## config.mk

```make
export PLATFORM = sky130hd
export DESIGN_NAME = key_event_frame_transmitter_top
export DESIGN_NICKNAME = d
export VERILOG_FILES = /design/src/hdl/kef_pkg.sv /design/src/hdl/key_event_frame_transmitter_top.sv /design/src/hdl/kef_cfg_regs.sv /design/src/hdl/kef_advance.sv /design/src/hdl/kef_core.sv
export SDC_FILE = /design/constraint.sdc
export NUM_CORES = 1
export LEC_CHECK = 0
export BUFFER_PORTS_ARGS = -buffer_cell sky130_fd_sc_hd__buf_2
export CORE_MARGIN = 10
export CORE_UTILIZATION = 44
export CTS_BUF_LIST = sky130_fd_sc_hd__clkbuf_16
export DETAILED_ROUTE_END_ITERATION = 7
export MAX_ROUTING_LAYER = met4
export PLACE_DENSITY_LB_ADDON = 0.2
export REMOVE_ABC_BUFFERS = 1
export SLEW_MARGIN = 40
export SYNTH_ARGS = -nofsm -noshare
export SYNTH_HDL_FRONTEND = slang
export SYNTH_SLANG_ARGS = --single-unit
```

## constraint.sdc

```tcl
create_clock -name clk -period 8.33 [get_ports clk]
set_clock_uncertainty 0.1 [all_clocks]
set_input_delay 1.666 -clock clk [delete_from_list [all_inputs] [get_ports clk]]
set_output_delay 1.666 -clock clk [all_outputs]
set_load 0.005 [all_outputs]
```

## src/hdl/kef_pkg.sv

```systemverilog
// Shared types and constants for the key event frame transmitter.
// Depends on nothing; every other file of the block imports it.
`default_nettype none

package kef_pkg;

	// Register map of the configuration port.
	localparam int CFG_IDX_W  = 3;
	localparam int CFG_DATA_W = 8;

	localparam logic [CFG_IDX_W-1:0] CFG_DEVICE_ADDRESS  = 3'd0;
	localparam logic [CFG_IDX_W-1:0] CFG_IDLE_TICKS      = 3'd1;
	localparam logic [CFG_IDX_W-1:0] CFG_HOLD_TICKS      = 3'd2;
	localparam logic [CFG_IDX_W-1:0] CFG_SETUP_TICKS     = 3'd3;
	localparam logic [CFG_IDX_W-1:0] CFG_HIGH_TICKS      = 3'd4;
	localparam logic [CFG_IDX_W-1:0] CFG_LOW_TICKS       = 3'd5;
	localparam logic [CFG_IDX_W-1:0] CFG_BYTE_GAP_TICKS  = 3'd6;
	localparam logic [CFG_IDX_W-1:0] CFG_FRAME_GAP_TICKS = 3'd7;

	// Reset values of the registers.
	localparam logic [6:0] RST_DEVICE_ADDRESS  = 7'h42;
	localparam logic [7:0] RST_IDLE_TICKS      = 8'd5;
	localparam logic [7:0] RST_HOLD_TICKS      = 8'd3;
	localparam logic [7:0] RST_SETUP_TICKS     = 8'd1;
	localparam logic [7:0] RST_HIGH_TICKS      = 8'd2;
	localparam logic [7:0] RST_LOW_TICKS       = 8'd2;
	localparam logic [7:0] RST_BYTE_GAP_TICKS  = 8'd2;
	localparam logic [7:0] RST_FRAME_GAP_TICKS = 8'd20;

	typedef struct packed {
		logic [6:0] device_address;
		logic [7:0] idle_ticks;
		logic [7:0] hold_ticks;
		logic [7:0] setup_ticks;
		logic [7:0] high_ticks;
		logic [7:0] low_ticks;
		logic [7:0] byte_gap_ticks;
		logic [7:0] frame_gap_ticks;
	} cfg_t;

	// Which timing registers are nonzero; a zero-length phase is skipped.
	typedef struct packed {
		logic setup;
		logic high;
		logic low;
		logic hold;
		logic byte_gap;
		logic frame_gap;
	} nz_t;

	typedef enum logic [3:0] {
		PH_READY      = 4'd0,
		PH_IDLE       = 4'd1,
		PH_START_HOLD = 4'd2,
		PH_START_LOW  = 4'd3,
		PH_BIT_SETUP  = 4'd4,
		PH_BIT_HIGH   = 4'd5,
		PH_BIT_LOW    = 4'd6,
		PH_ACK_SETUP  = 4'd7,
		PH_ACK_HIGH   = 4'd8,
		PH_ACK_LOW    = 4'd9,
		PH_BYTE_GAP   = 4'd10,
		PH_STOP_PREP  = 4'd11,
		PH_STOP_HIGH  = 4'd12,
		PH_STOP_HOLD  = 4'd13,
		PH_FRAME_GAP  = 4'd14
	} phase_t;

endpackage

`default_nettype wire

```

## src/hdl/key_event_frame_transmitter_top.sv

```systemverilog
// Top level of the key event frame transmitter: stream ports, input register,
// configuration registers and the bus sequencer. Depends on kef_pkg and all modules.
`default_nettype none

// The block sends one open-drain, I2C-style write frame per accepted key
// report: the device address with write bit zero, then the key state and the
// difference against the previously reported state, each MSB first. Every
// input transfer is either a tick, which moves the bus waveform one step on,
// or a report, which starts a frame only when no frame or frame gap is in
// progress and is otherwise dropped. Every input transfer yields exactly one
// output transfer carrying the clock and data line levels, the busy flag and
// whether that report started a frame. The block takes one transfer per clock
// cycle when the output side keeps up; a result is registered first in the
// input register and then in the phase sequencer, which finds the next phase
// of nonzero length combinationally even when several phases in a row are
// configured to zero ticks. A stalled output holds the pipeline, and the input
// register still takes one more transfer while a result waits. The user must
// write configuration only while the block is idle; the block does not enforce
// it. Configuration is written one register per transfer on the configuration
// channel, which never stalls.
module key_event_frame_transmitter_top #(
	parameter int STATE_BITS = 16,
	parameter int DATA_BYTES = 4
) (
	input  wire                                  clk,
	input  wire                                  arst_n,
	// Input stream.
	input  wire                                  s_axis_tvalid,
	output logic                                 s_axis_tready,
	input  wire  [((STATE_BITS + 7) / 8) * 8-1:0] s_axis_tdata,  // key_state
	input  wire  [0:0]                           s_axis_tuser,  // func
	// Result stream.
	output logic                                 m_axis_tvalid,
	input  wire                                  m_axis_tready,
	output logic [7:0]                           m_axis_tdata,  // scl_level,
	                                                            // sda_level, busy_res,
	                                                            // accepted, zero pad
	// Configuration write channel.
	input  wire                                  cfg_valid,
	output logic                                 cfg_ready,
	input  wire  [kef_pkg::CFG_IDX_W-1:0]        cfg_index,
	input  wire  [kef_pkg::CFG_DATA_W-1:0]       cfg_data
);
	import kef_pkg::*;

	cfg_t                  cfg;
	logic                  valid_s1;
	logic                  func_s1;
	logic [STATE_BITS-1:0] key_s1;
	logic                  core_ready;
	logic                  scl, sda, busy, acc;

	// Register writes complete in the cycle they are offered.
	assign cfg_ready = 1'b1;

	kef_cfg_regs u_cfg_regs (
		.clk      (clk),
		.arst_n   (arst_n),
		.wr_valid (cfg_valid && cfg_ready),
		.wr_index (cfg_index),
		.wr_data  (cfg_data),
		.cfg      (cfg)
	);

	// Input register: it refills whenever it is empty or the core takes it.
	assign s_axis_tready = !valid_s1 || core_ready;

	always_ff @(posedge clk or negedge arst_n) begin
		if (!arst_n) begin
			valid_s1 <= 1'b0;
		end else if (s_axis_tready) begin
			valid_s1 <= s_axis_tvalid;
		end
	end

	always_ff @(posedge clk) begin
		if (s_axis_tvalid && s_axis_tready) begin
			func_s1 <= s_axis_tuser[0];
			key_s1  <= s_axis_tdata[STATE_BITS-1:0];
		end
	end

	kef_core #(
		.STATE_BITS (STATE_BITS),
		.DATA_BYTES (DATA_BYTES)
	) u_core (
		.clk          (clk),
		.arst_n       (arst_n),
		.cfg          (cfg),
		.in_valid     (valid_s1),
		.in_ready     (core_ready),
		.in_func      (func_s1),
		.in_key       (key_s1),
		.out_valid    (m_axis_tvalid),
		.out_ready    (m_axis_tready),
		.out_scl      (scl),
		.out_sda      (sda),
		.out_busy     (busy),
		.out_accepted (acc)
	);

	assign m_axis_tdata = {4'b0000, acc, busy, sda, scl};

endmodule

`default_nettype wire

```

## src/hdl/kef_cfg_regs.sv

```systemverilog
// Configuration register file of the key event frame transmitter.
// Depends on kef_pkg for the register map and reset values.
`default_nettype none

module kef_cfg_regs (
	input  wire                                clk,
	input  wire                                arst_n,
	input  wire                                wr_valid,
	input  wire  [kef_pkg::CFG_IDX_W-1:0]      wr_index,
	input  wire  [kef_pkg::CFG_DATA_W-1:0]     wr_data,
	output kef_pkg::cfg_t                      cfg
);
	import kef_pkg::*;

	cfg_t cfg_q;

	always_ff @(posedge clk or negedge arst_n) begin
		if (!arst_n) begin
			cfg_q.device_address  <= RST_DEVICE_ADDRESS;
			cfg_q.idle_ticks      <= RST_IDLE_TICKS;
			cfg_q.hold_ticks      <= RST_HOLD_TICKS;
			cfg_q.setup_ticks     <= RST_SETUP_TICKS;
			cfg_q.high_ticks      <= RST_HIGH_TICKS;
			cfg_q.low_ticks       <= RST_LOW_TICKS;
			cfg_q.byte_gap_ticks  <= RST_BYTE_GAP_TICKS;
			cfg_q.frame_gap_ticks <= RST_FRAME_GAP_TICKS;
		end else if (wr_valid) begin
			case (wr_index)
				CFG_DEVICE_ADDRESS:  cfg_q.device_address  <= wr_data[6:0];
				CFG_IDLE_TICKS:      cfg_q.idle_ticks      <= wr_data;
				CFG_HOLD_TICKS:      cfg_q.hold_ticks      <= wr_data;
				CFG_SETUP_TICKS:     cfg_q.setup_ticks     <= wr_data;
				CFG_HIGH_TICKS:      cfg_q.high_ticks      <= wr_data;
				CFG_LOW_TICKS:       cfg_q.low_ticks       <= wr_data;
				CFG_BYTE_GAP_TICKS:  cfg_q.byte_gap_ticks  <= wr_data;
				CFG_FRAME_GAP_TICKS: cfg_q.frame_gap_ticks <= wr_data;
				default: begin
				end
			endcase
		end
	end

	assign cfg = cfg_q;

endmodule

`default_nettype wire

```

## src/hdl/kef_advance.sv

```systemverilog
// Next-phase search of the bus sequencer: finds the next phase that lasts at
// least one tick, skipping zero-length phases in closed form. Depends on kef_pkg.
`default_nettype none

module kef_advance #(
	parameter  int DATA_BYTES = 4,
	localparam int KW         = $clog2(DATA_BYTES + 1)
) (
	input  kef_pkg::phase_t  cur_phase,
	input  wire  [2:0]       cur_bit,
	input  wire  [KW-1:0]    cur_byte,
	input  kef_pkg::nz_t     nz,
	output kef_pkg::phase_t  nxt_phase,
	output logic [2:0]       nxt_bit,
	output logic [KW-1:0]    nxt_byte
);
	import kef_pkg::*;

	localparam logic [KW-1:0] LAST_BYTE = KW'(DATA_BYTES);

	typedef struct packed {
		phase_t        ph;
		logic [2:0]    b;
		logic [KW-1:0] k;
	} step_t;

	// Clock cell position codes: 2'd0 setup, 2'd1 high, 2'd2 low, 2'd3 past the cell.
	function automatic logic cell_has(input logic [1:0] from, input nz_t n);
		return (from == 2'd0 && (n.setup || n.high || n.low)) ||
		       (from == 2'd1 && (n.high || n.low)) ||
		       (from == 2'd2 && n.low);
	endfunction

	function automatic logic [1:0] cell_first(input logic [1:0] from, input nz_t n);
		if (from == 2'd0 && n.setup)
			return 2'd0;
		else if (from <= 2'd1 && n.high)
			return 2'd1;
		else
			return 2'd2;
	endfunction

	function automatic phase_t bit_phase(input logic [1:0] pos);
		case (pos)
			2'd0:    return PH_BIT_SETUP;
			2'd1:    return PH_BIT_HIGH;
			default: return PH_BIT_LOW;
		endcase
	endfunction

	function automatic phase_t ack_phase(input logic [1:0] pos);
		case (pos)
			2'd0:    return PH_ACK_SETUP;
			2'd1:    return PH_ACK_HIGH;
			default: return PH_ACK_LOW;
		endcase
	endfunction

	// Stop sequence positions: 0 prep, 1 high, 2 hold, 3 frame gap.
	function automatic step_t stop_from(input logic [1:0] from, input nz_t n,
			input logic [2:0] b, input logic [KW-1:0] k);
		step_t r;
		r.b = b;
		r.k = k;
		if (from == 2'd0 && n.low)
			r.ph = PH_STOP_PREP;
		else if (from <= 2'd1 && n.high)
			r.ph = PH_STOP_HIGH;
		else if (from <= 2'd2 && n.hold)
			r.ph = PH_STOP_HOLD;
		else if (n.frame_gap)
			r.ph = PH_FRAME_GAP;
		else
			r.ph = PH_READY;
		return r;
	endfunction

	// Leaving the byte gap: next byte, or the stop sequence after the last.
	function automatic step_t after_gap(input nz_t n, input logic [2:0] b,
			input logic [KW-1:0] k);
		step_t r;
		if (k < LAST_BYTE) begin
			if (n.setup || n.high || n.low)
				r = '{bit_phase(cell_first(2'd0, n)), 3'd0, KW'(k + 1'b1)};
			else if (n.byte_gap)
				r = '{PH_BYTE_GAP, 3'd7, KW'(k + 1'b1)};
			else
				r = stop_from(2'd0, n, 3'd7, LAST_BYTE);
		end else begin
			r = stop_from(2'd0, n, b, k);
		end
		return r;
	endfunction

	function automatic step_t after_ack(input logic [1:0] from, input nz_t n,
			input logic [2:0] b, input logic [KW-1:0] k);
		step_t r;
		if (cell_has(from, n))
			r = '{ack_phase(cell_first(from, n)), b, k};
		else if (n.byte_gap)
			r = '{PH_BYTE_GAP, b, k};
		else
			r = after_gap(n, b, k);
		return r;
	endfunction

	// When every clock cell phase is zero, the remaining bits pass at once
	// and the bit index ends at seven, as the ack slot is skipped too.
	function automatic step_t after_bit(input logic [1:0] from, input nz_t n,
			input logic [2:0] b, input logic [KW-1:0] k);
		step_t r;
		if (cell_has(from, n))
			r = '{bit_phase(cell_first(from, n)), b, k};
		else if (b < 3'd7 && (n.setup || n.high || n.low))
			r = '{bit_phase(cell_first(2'd0, n)), 3'(b + 1'b1), k};
		else
			r = after_ack(2'd0, n, 3'd7, k);
		return r;
	endfunction

	step_t r;

	always_comb begin
		case (cur_phase)
			PH_IDLE: begin
				if (nz.hold)
					r = '{PH_START_HOLD, cur_bit, cur_byte};
				else if (nz.low)
					r = '{PH_START_LOW, cur_bit, cur_byte};
				else
					r = after_bit(2'd0, nz, cur_bit, cur_byte);
			end
			PH_START_HOLD: begin
				if (nz.low)
					r = '{PH_START_LOW, cur_bit, cur_byte};
				else
					r = after_bit(2'd0, nz, cur_bit, cur_byte);
			end
			PH_START_LOW: r = after_bit(2'd0, nz, cur_bit, cur_byte);
			PH_BIT_SETUP: r = after_bit(2'd1, nz, cur_bit, cur_byte);
			PH_BIT_HIGH:  r = after_bit(2'd2, nz, cur_bit, cur_byte);
			PH_BIT_LOW:   r = after_bit(2'd3, nz, cur_bit, cur_byte);
			PH_ACK_SETUP: r = after_ack(2'd1, nz, cur_bit, cur_byte);
			PH_ACK_HIGH:  r = after_ack(2'd2, nz, cur_bit, cur_byte);
			PH_ACK_LOW:   r = after_ack(2'd3, nz, cur_bit, cur_byte);
			PH_BYTE_GAP:  r = after_gap(nz, cur_bit, cur_byte);
			PH_STOP_PREP: r = stop_from(2'd1, nz, cur_bit, cur_byte);
			PH_STOP_HIGH: r = stop_from(2'd2, nz, cur_bit, cur_byte);
			PH_STOP_HOLD: r = stop_from(2'd3, nz, cur_bit, cur_byte);
			default:      r = '{PH_READY, cur_bit, cur_byte};
		endcase
	end

	assign nxt_phase = r.ph;
	assign nxt_bit   = r.b;
	assign nxt_byte  = r.k;

endmodule

`default_nettype wire

```

## src/hdl/kef_core.sv

```systemverilog
// Sequencer state, frame latch and result register of the transmitter.
// Depends on kef_pkg and kef_advance.
`default_nettype none

module kef_core #(
	parameter int STATE_BITS = 16,
	parameter int DATA_BYTES = 4
) (
	input  wire                    clk,
	input  wire                    arst_n,
	input  kef_pkg::cfg_t          cfg,
	input  wire                    in_valid,
	output logic                   in_ready,
	input  wire                    in_func,
	input  wire  [STATE_BITS-1:0]  in_key,
	output logic                   out_valid,
	input  wire                    out_ready,
	output logic                   out_scl,
	output logic                   out_sda,
	output logic                   out_busy,
	output logic                   out_accepted
);
	import kef_pkg::*;

	localparam int KW  = $clog2(DATA_BYTES + 1);
	localparam int FW  = 2 * STATE_BITS;
	localparam int DW  = 8 * DATA_BYTES;
	localparam int FRW = DW + 8;
	localparam logic [KW-1:0] LAST_BYTE = KW'(DATA_BYTES);

	phase_t                phase_q;
	logic [7:0]            ticks_q;
	logic [2:0]            bit_q;
	logic [KW-1:0]         byte_q;
	logic [STATE_BITS-1:0] last_q;
	logic [FRW-1:0]        frame_q;
	logic                  valid_q;
	logic                  scl_q, sda_q, busy_q, acc_q;

	nz_t                   nz;
	logic                  step;
	logic                  do_start;
	logic                  do_adv;
	phase_t                src_phase;
	logic [2:0]            src_bit;
	logic [KW-1:0]         src_byte;
	phase_t                adv_phase;
	logic [2:0]            adv_bit;
	logic [KW-1:0]         adv_byte;
	logic [FW-1:0]         word;
	logic [DW-1:0]         data_word;
	phase_t                phase_n;
	logic [7:0]            ticks_n;
	logic [2:0]            bit_n;
	logic [KW-1:0]         byte_n;
	logic [FRW-1:0]        frame_n;
	logic [7:0]            cur_byte;
	logic                  data_bit;
	logic                  scl_n, sda_n;

	function automatic logic [7:0] phase_length(input cfg_t c, input phase_t p);
		case (p)
			PH_IDLE:                   return c.idle_ticks;
			PH_START_HOLD, PH_STOP_HOLD: return c.hold_ticks;
			PH_START_LOW, PH_BIT_LOW, PH_ACK_LOW, PH_STOP_PREP:
				return c.low_ticks;
			PH_BIT_SETUP, PH_ACK_SETUP: return c.setup_ticks;
			PH_BIT_HIGH, PH_ACK_HIGH, PH_STOP_HIGH: return c.high_ticks;
			PH_BYTE_GAP:               return c.byte_gap_ticks;
			PH_FRAME_GAP:              return c.frame_gap_ticks;
			default:                   return 8'd0;
		endcase
	endfunction

	assign nz.setup     = |cfg.setup_ticks;
	assign nz.high      = |cfg.high_ticks;
	assign nz.low       = |cfg.low_ticks;
	assign nz.hold      = |cfg.hold_ticks;
	assign nz.byte_gap  = |cfg.byte_gap_ticks;
	assign nz.frame_gap = |cfg.frame_gap_ticks;

	assign in_ready = !valid_q || out_ready;
	assign step     = in_valid && in_ready;

	// A report only starts a frame from ready; a tick only moves a live frame.
	assign do_start = in_func && (phase_q == PH_READY);
	assign do_adv   = in_func ? (do_start && (cfg.idle_ticks == 8'd0))
	                          : ((phase_q != PH_READY) && (ticks_q <= 8'd1));

	assign src_phase = in_func ? PH_IDLE : phase_q;
	assign src_bit   = in_func ? 3'd0 : bit_q;
	assign src_byte  = in_func ? '0 : byte_q;

	kef_advance #(
		.DATA_BYTES (DATA_BYTES)
	) u_advance (
		.cur_phase (src_phase),
		.cur_bit   (src_bit),
		.cur_byte  (src_byte),
		.nz        (nz),
		.nxt_phase (adv_phase),
		.nxt_bit   (adv_bit),
		.nxt_byte  (adv_byte)
	);

	// Data bytes: the key state above the difference word, MSB first.
	assign word = {in_key, in_key ^ last_q};

	generate
		if (DW > FW) begin : g_pad
			assign data_word = {{(DW - FW){1'b0}}, word};
		end else begin : g_cut
			assign data_word = word[DW-1:0];
		end
	endgenerate

	always_comb begin
		phase_n = phase_q;
		ticks_n = ticks_q;
		bit_n   = bit_q;
		byte_n  = byte_q;
		frame_n = frame_q;
		if (do_start) begin
			frame_n = {cfg.device_address, 1'b0, data_word};
		end
		if (do_adv) begin
			phase_n = adv_phase;
			ticks_n = phase_length(cfg, adv_phase);
			bit_n   = adv_bit;
			byte_n  = adv_byte;
		end else if (do_start) begin
			phase_n = PH_IDLE;
			ticks_n = cfg.idle_ticks;
			bit_n   = 3'd0;
			byte_n  = '0;
		end else if (!in_func && phase_q != PH_READY) begin
			ticks_n = ticks_q - 8'd1;
		end
	end

	always_comb begin
		cur_byte = 8'd0;
		for (int j = 0; j <= DATA_BYTES; j++) begin
			if (byte_n == KW'(j))
				cur_byte = frame_n[(DATA_BYTES - j) * 8 +: 8];
		end
	end

	assign data_bit = cur_byte[3'd7 - bit_n];

	always_comb begin
		case (phase_n)
			PH_START_LOW, PH_BIT_SETUP, PH_BIT_LOW, PH_ACK_SETUP, PH_ACK_LOW,
			PH_BYTE_GAP, PH_STOP_PREP:
				scl_n = 1'b0;
			default:
				scl_n = 1'b1;
		endcase
		case (phase_n)
			PH_START_HOLD, PH_START_LOW, PH_STOP_PREP, PH_STOP_HIGH:
				sda_n = 1'b0;
			PH_BIT_SETUP, PH_BIT_HIGH, PH_BIT_LOW:
				sda_n = data_bit;
			default:
				sda_n = 1'b1;
		endcase
	end

	always_ff @(posedge clk or negedge arst_n) begin
		if (!arst_n) begin
			phase_q <= PH_READY;
			ticks_q <= 8'd0;
			bit_q   <= 3'd0;
			byte_q  <= '0;
			last_q  <= '1;
			valid_q <= 1'b0;
		end else begin
			if (step) begin
				phase_q <= phase_n;
				ticks_q <= ticks_n;
				bit_q   <= bit_n;
				byte_q  <= byte_n;
				if (do_start)
					last_q <= in_key;
				valid_q <= 1'b1;
			end else if (out_ready) begin
				valid_q <= 1'b0;
			end
		end
	end

	always_ff @(posedge clk) begin
		if (step) begin
			frame_q <= frame_n;
			scl_q   <= scl_n;
			sda_q   <= sda_n;
			busy_q  <= (phase_n != PH_READY);
			acc_q   <= do_start;
		end
	end

	assign out_valid    = valid_q;
	assign out_scl      = scl_q;
	assign out_sda      = sda_q;
	assign out_busy     = busy_q;
	assign out_accepted = acc_q;

`ifndef NO_ASSERTIONS
	// Only the ready phase may have no ticks left; every live phase has one.
	a_ticks_live: assert property (@(posedge clk) disable iff (!arst_n)
		(phase_q == PH_READY) == (ticks_q == 8'd0))
		else $error("tick count disagrees with phase");

	// The byte index never passes the last data byte.
	a_byte_range: assert property (@(posedge clk) disable iff (!arst_n)
		byte_q <= LAST_BYTE)
		else $error("byte index out of range");

	// A report that arrives mid-frame leaves the stored key state alone.
	a_busy_report: assert property (@(posedge clk) disable iff (!arst_n)
		(step && in_func && phase_q != PH_READY) |=> $stable(last_q))
		else $error("report taken while busy");

	// A report that starts a frame reports the bus as busy.
	a_acc_busy: assert property (@(posedge clk) disable iff (!arst_n)
		(out_valid && out_accepted) |-> out_busy)
		else $error("frame started but not busy");
`endif

endmodule

`default_nettype wire
```

; Word-level counts from Yosys, hierarchy flattened
; Cells that the tools add are included.
[word_totals]
register_bits = 160
latch_bits = 0
ramBits = 0
romBits = 0
in_bits = 33
output_inout_bits = 11
word_cells = 294
memories = 0
[op_classes]
add_sub_neg = 4
mul = 0
div = 0
order_cmp = 4
eq_ne = 68
shifts = 0
mux = 129
bitwise = 1
n_reduce_logical = 66
[op_table]
columns = op, n
row1 = $mux W10, 34
row2 = $pmux W10 S13, 1
row3 = $mux W2, 40
row4 = $eq A4 B4 Y1 const B, 17
row5 = $mux W8, 8
row6 = $pmux W2 S2, 15
row7 = $pmux W8 S7, 1
row8 = $eq A4 B3 Y1 const B, 12
row9 = $reduce_or A8 Y1, 6
row10 = $eq A2 B1 Y1 const B, 20
row11 = $logic_not A2 Y1, 20
row12 = $mux W40, 1
row13 = $pmux W4 S2, 5
row14 = $mux W4, 8
row15 = $mux W3, 9
row16 = $eq A4 B2 Y1 const B, 6
row17 = $reduce_and A2 Y1, 10
row18 = $xor A16 B16 Y16, 1
row19 = $eq A3 B3 Y1 const B, 5
row20 = $eq A3 B2 Y1 const B, 4
row21 = $eq A4 B1 Y1 const B, 2
row22 = $le A8 B1 Y1 const B, 1
row23 = $logic_not A8 Y1, 1
row24 = $reduce_bool A4 Y1, 2
row25 = 20 further kinds, 43

; Longest topological paths before layout
[depth]
word_depth = 26
mapped_depth = 17

; Modules after synthesis
; A second synthesis with hierarchy kept.
[hier_totals]
cells_unflattened = 1016
area_unflattened_um2 = 10067.2
[by_module_without_submodules]
columns = mod, n_inst, cells_per_inst, area_each_um2, seq_area_each_um2
row1 = kef_core, 1, 549, 5325.1, 2217.1
row2 = kef_cfg_regs, 1, 141, 2456.1, 1591.5
row3 = kef_advance, 1, 294, 1646.6, 0.0
row4 = key_event_frame_transmitter_top, 1, 32, 639.4, 535.5

; Least setup slack after synthesis
; No wires, ideal clock.
[synth_path]
path_kind = input to register
startpoint = input port m_axis_tready
endpoint = register u_core.last_q[10]
setup_ps = 82
arrival_ps = 3757
setup_slack_ps = 4391
cell_stages = 6
n_path_buf = 1
cell_sequence = nand2b_1 > nand2_1 > inv_1 > nand2_1 > clkbuf_1 > mux2_2
[synth_via]
elab_chain_cells = 3
[synth_lines]
columns = item, line
row1 = "start, declared", key_event_frame_transmitter_top.sv:34  ; input wire m_axis_tready,
row2 = $logic_or A1 B1 Y1, kef_core.sv:82  ; assign in_ready = !valid_q || out_ready;
row3 = $logic_and A1 B1 Y1, kef_core.sv:83  ; assign step = in_valid && in_ready;
row4 = net u_core.step, kef_core.sv:41  ; logic step;
row5 = $reduce_and A2 Y1 (no line), --
row6 = "end signal, assigned", kef_core.sv:184  ; last_q <= in_key;
row7 = "end, declared", kef_core.sv:35  ; logic [STATE_BITS-1:0] last_q;
; The timed path passes the listed nets, and every way through them passes these cells.
; A chain may end at the register's enable or synchronous reset.

; Worst setup path after layout
[layout_path]
startpoint = register u_core.phase_q[2]
endpoint = register u_core.sda_q (netlist: u_core.out_sda) (data pin)
[layout_via]
elab_chain_cells = 14
elab_cells_between_ends = 51
[layout_lines]
columns = item, line
row1 = "start, declared", kef_core.sv:31  ; phase_t phase_q;
row2 = "start signal, assigned", kef_core.sv:179  ; phase_q <= phase_n;
row3 = $logic_not A4 Y1 *, kef_core.sv:86  ; assign do_start = in_func && (phase_q == PH_READY);
row4 = $logic_and A1 B1 Y1 *, kef_core.sv:86
row5 = net u_core.do_start, kef_core.sv:42  ; logic do_start;
row6 = $logic_and A1 B1 Y1, kef_core.sv:87  ; assign do_adv = in_func ? (do_start && (cfg.idle_ticks == 8'd0))
row7 = $mux W1, kef_core.sv:87
row8 = $mux W3, kef_core.sv:126  ; if (do_adv) begin
row9 = $logic_not A3 Y1, kef_core.sv:144  ; if (byte_n == KW'(j))
row10 = $mux W8 (5 in a row), kef_core.sv:144
row11 = $bmux W1 S3, kef_core.sv:149  ; assign data_bit = cur_byte[3'd7 - bit_n];
row12 = $mux W1 (not written as such), kef_core.sv:149
row13 = $pmux W1 S2 *, kef_core.sv:159  ; case (phase_n)
row14 = net u_core.sda_n, kef_core.sv:59  ; logic scl_n, sda_n;
row15 = "end signal, assigned", kef_core.sv:196  ; sda_q <= sda_n;
row16 = "end, declared", kef_core.sv:38  ; logic scl_q, sda_q, busy_q, acc_q;
; Mark *: on every way through the listed nets, which the timed path passes. The rest lies on a longest branch. The select of a mux whose other input is x is not followed.

==> run metrics <==
DRC violation count after routing 0; post-DR wirelength/cell 22.6 um; Reg-to-Reg End u_core.out_sda; result of the run complete, no violations; setup TNS 0 ns; unique cell type count in the Yosys netlist 88; highest net fanout along the worst path between 50 and 60; number of synthesized flops with an enable pin just over 60; clock buffers created by TritonCTS 17; cell count after synthesis 987; global route overflow 0; total wirelength of the detailed-routed design 29200 um; top area cells in the synthesized netlist sky130_fd_sc_hd__edfxtp_1 18%, sky130_fd_sc_hd__dfrtp_1 18%, sky130_fd_sc_hd__mux2_2 9.8%; cell at the slowest stage of the critical path sky130_fd_sc_hd__or4_1; Die Width 170 um; number of hold violations in the final report 0; post-cts resize count 0; number of cells after detailed placement roughly 1300; vias in the first global route 7984; post-layout net count roughly 1000; number of standard cells in the layout, taps in and fillers out between 1000 and 1500; fillers a little over 2000; part of the total power dissipated in combinational logic 34.0%; cell type with the highest occurrence count on the critical path sky130_fd_sc_hd__o21ai_1; part of the power in the clock network a little over a quarter; synthesized area per cell 10.1 um^2; area leader, netlist sky130_fd_sc_hd__edfxtp_1; most frequent cell after synthesis sky130_fd_sc_hd__mux2_2; pin slew with the least headroom to its limit between 0.8 and 0.9 ns; layout cell share with drive strength beyond 1 between 20% and 30%; Max Cap Violations 0; Placement Rows 54; number of antenna violations at the first check in global routing 0; vias after detailed routing 8170; ranking of synthesized cells by instance count 87 x sky130_fd_sc_hd__mux2_2, 79 x sky130_fd_sc_hd__nand2_1, 71 x sky130_fd_sc_hd__dfrtp_1, 69 x sky130_fd_sc_hd__nor2_1, 65 x sky130_fd_sc_hd__o21ai_0; area of the mapped netlist 0.00995 mm^2; number of nets still failing antenna checks after routing 0; clock edge transition at the registers on the reported setup and hold paths 0.07 ns; CTS Hold Buffers Added 0; global-route wire length before repair around 46000 um; Pleak 3.97 nW; startpoint class of the critical path flip-flop; Ys Warns 0; vertical die dimension 170 um; worst relative slew slack between 40 and 50%; shortest period the worst path allows 5.53 ns; instance area at placement 0.0103 mm^2; Crit. Startpoint u_core.phase_q[2]; Design Power 0.00313 W; Internal Power just under 0.002 W; destination of the critical timing path u_core.out_sda; category of the most critical setup path flip-flop to flip-flop; number of I/O port buffers 38; power density relative to cell area 285 mW/mm^2; startpoint of the worst register-to-register path u_core.phase_q[2]; Fmax 0.181 GHz; worst-case clock buffer depth 2; Worst setup EP type flip-flop; minimum hold slack between 0.3 and 0.4 ns; logic depth of the worst register-to-register path 14; Clk Tree Root Cell sky130_fd_sc_hd__clkbuf_16; required time at the endpoint of the critical path 8.41 ns; final non-filler cell area 0.0110 mm^2; overall track demand over capacity in global routing 20.8%; violation count after the first detailed-route iteration 937; number of setup buffers added after CTS 0; vias per std cell about 6.3; half-perimeter wire length after detailed placement 21000 um; final antenna diode count 0; area of all sequential standard cells around 0.0043 mm^2; highest cell delay on the worst timing path 0.75 ns; share of the clock period used by the worst path 66.4%; class of the tightest hold or removal check flip-flop to flip-flop; net switching power 0.00116 W; signal arrival time at the worst endpoint roughly 5.6 ns; clock tree from TritonCTS yes; worst-case vdd ir drop 0.000149 V; share of the synthesized area in the top cell type 18.4%; routability-driven placement congestion ratio 0.961; most used flip-flop cell after synthesis sky130_fd_sc_hd__dfrtp_1; layout overhead on the synthesized area 10.3%; Slew Viols, Final 0; number of clock sinks between 150 and 200; proportion of synthesized chip area in sequential cells between 40% and 50%; Die Outline Area 0.0290 mm^2; series of cell instances along the critical path or4_1, inv_2, ha_2, buf_4, nand4_1, o21ai_1, a21oi_1, a31oi_1, and2_1, mux2i_1, o21ai_1, a2111oi_2, nor4_1, a211o_1; clk_lat worst skew about 0.43 ns; RSZ-0062 raised after global routing false; largest net degree at the start of global routing about 70; I/O Pins 44; Core Footprint 0.0220 mm^2; number of iterations in the first detailed-routing pass 7; CTS H-tree lvls 4; depth of the worst hold-timing path 1; switching fraction of total power 37.1%; Async SR Flop Fraction 61.9%; register bit total from synthesis 160; Final Setup Violations 0; total area of multi-input combinational cells 0.00522 mm^2; Initial Util between 40% and 50%; Seq pwr share 39.8%; reg2reg setup slack 2.80 ns
==> registers in the layout, indices dropped and copies added (netlist names) <==
name / flops
u_core.last_q: 16
u_core.bit_q: 3
valid_s1: 1
u_core.out_valid: 1
u_core.out_accepted: 1
u_core.out_busy: 1
u_core.out_sda: 1
func_s1: 1
u_core.byte_q: 3
u_core.frame_q: 40
key_s1: 16
u_core.ticks_q: 8
u_cfg_regs.cfg: 63
u_core.out_scl: 1
u_core.phase_q: 4
==> critical path: cells and delay by family, from the launching register on <==
kind	cells	cell delay, ns
compound gates	6	1.17
fa+ha+maj	1	0.59
buf+inv	2	0.66
simple gates	4	1.78
flops	1	0.69
mux	1	0.27
==> worst min-delay path by stage <==
stage                         end  slack (ns)                from
2_1_floorplan    u_core.out_valid        0.36            valid_s1
3_3_place_gp     u_core.out_valid        0.38            valid_s1
3_5_place_dp   u_cfg_regs.cfg[56]        0.39  u_cfg_regs.cfg[56]
4_1_cts          u_core.out_valid        0.41            valid_s1
5_1_grt          u_core.out_valid        0.43            valid_s1
6_report         u_core.out_valid        0.40            valid_s1
==> cell type report <==
type | instances | share of cell area [%]
multi-input cells | 737 | 47.6
flip-flops and latches | 160 | 39.6
clock buffers | 17 | 3.88
well taps | 280 | 3.19
repair buffers | 55 | 2.94
clock inverters | 15 | 1.79
inverters | 30 | 1.03
==> cells in the final DEF (no fill, tap or decap), drive strengths merged, types with 9 or more instances in the layout <==
cell type  count
mux2          87
nand2         79
o21ai         73
dfrtp         71
nor2          70
a21oi         63
edfxtp        61
buf           55
inv           37
dfstp         28
nor3          27
mux2i         22
xnor2         21
nor4          21
nand3         17
clkbuf        17
nand2b        14
o22ai         14
o211ai        14
or4           14
a22oi         13
nor2b         12
and2          12
o31ai         10
o21a          10
a211oi        10
nand4         10
o221ai         9
a31oi          9
==> logic make-up after synthesis <==
group | count (synthesis) | synth area share, %
compound gates | 290 | 20.2
xor+xnor | 24 | 2.11
fa+ha+maj | 6 | 0.730
buf+inv | 93 | 4.20
flops | 160 | 43.7
mux | 109 | 12.1
other cells | 2 | 0.0755
simple gates | 303 | 17.0
==> through the flow <==
| stage | utilization [%] | setup slack, ns |
|---|---|---|
| 6_report | 49.8 | 2.80 |
| 5_1_grt | 49.8 | 2.40 |
| 4_1_cts | 49.8 | 2.89 |
| 3_5_place_dp | 47.0 | 2.91 |
| 3_3_place_gp | 46.8 | 3.06 |
| 2_1_floorplan | - | 2.48 |
==> power by group through the flow <==
stage	Clock [W]	Sequential (W)	Combinational [W]
after floorplan	0	0.00120	0.000757
after global placement	0	0.00125	0.00104
after detailed placement	0	0.00126	0.00105
after CTS	0.000833	0.00124	0.00105
after global routing	0.000864	0.00127	0.00116
final	0.000820	0.00125	0.00106
==> routing by layer <==
layer / global-route usage [%] / vias up / share of wire [%]
li1: - / 3779 / -
met1: 28.2 / 3989 / 47
met2: 30.5 / 353 / 44
met3: 4.00 / 49 / 7.0
met4: 6.94 / 0 / 2.3
met5: - / - / 0
Note: power is estimated with default switching activity, not from simulation.
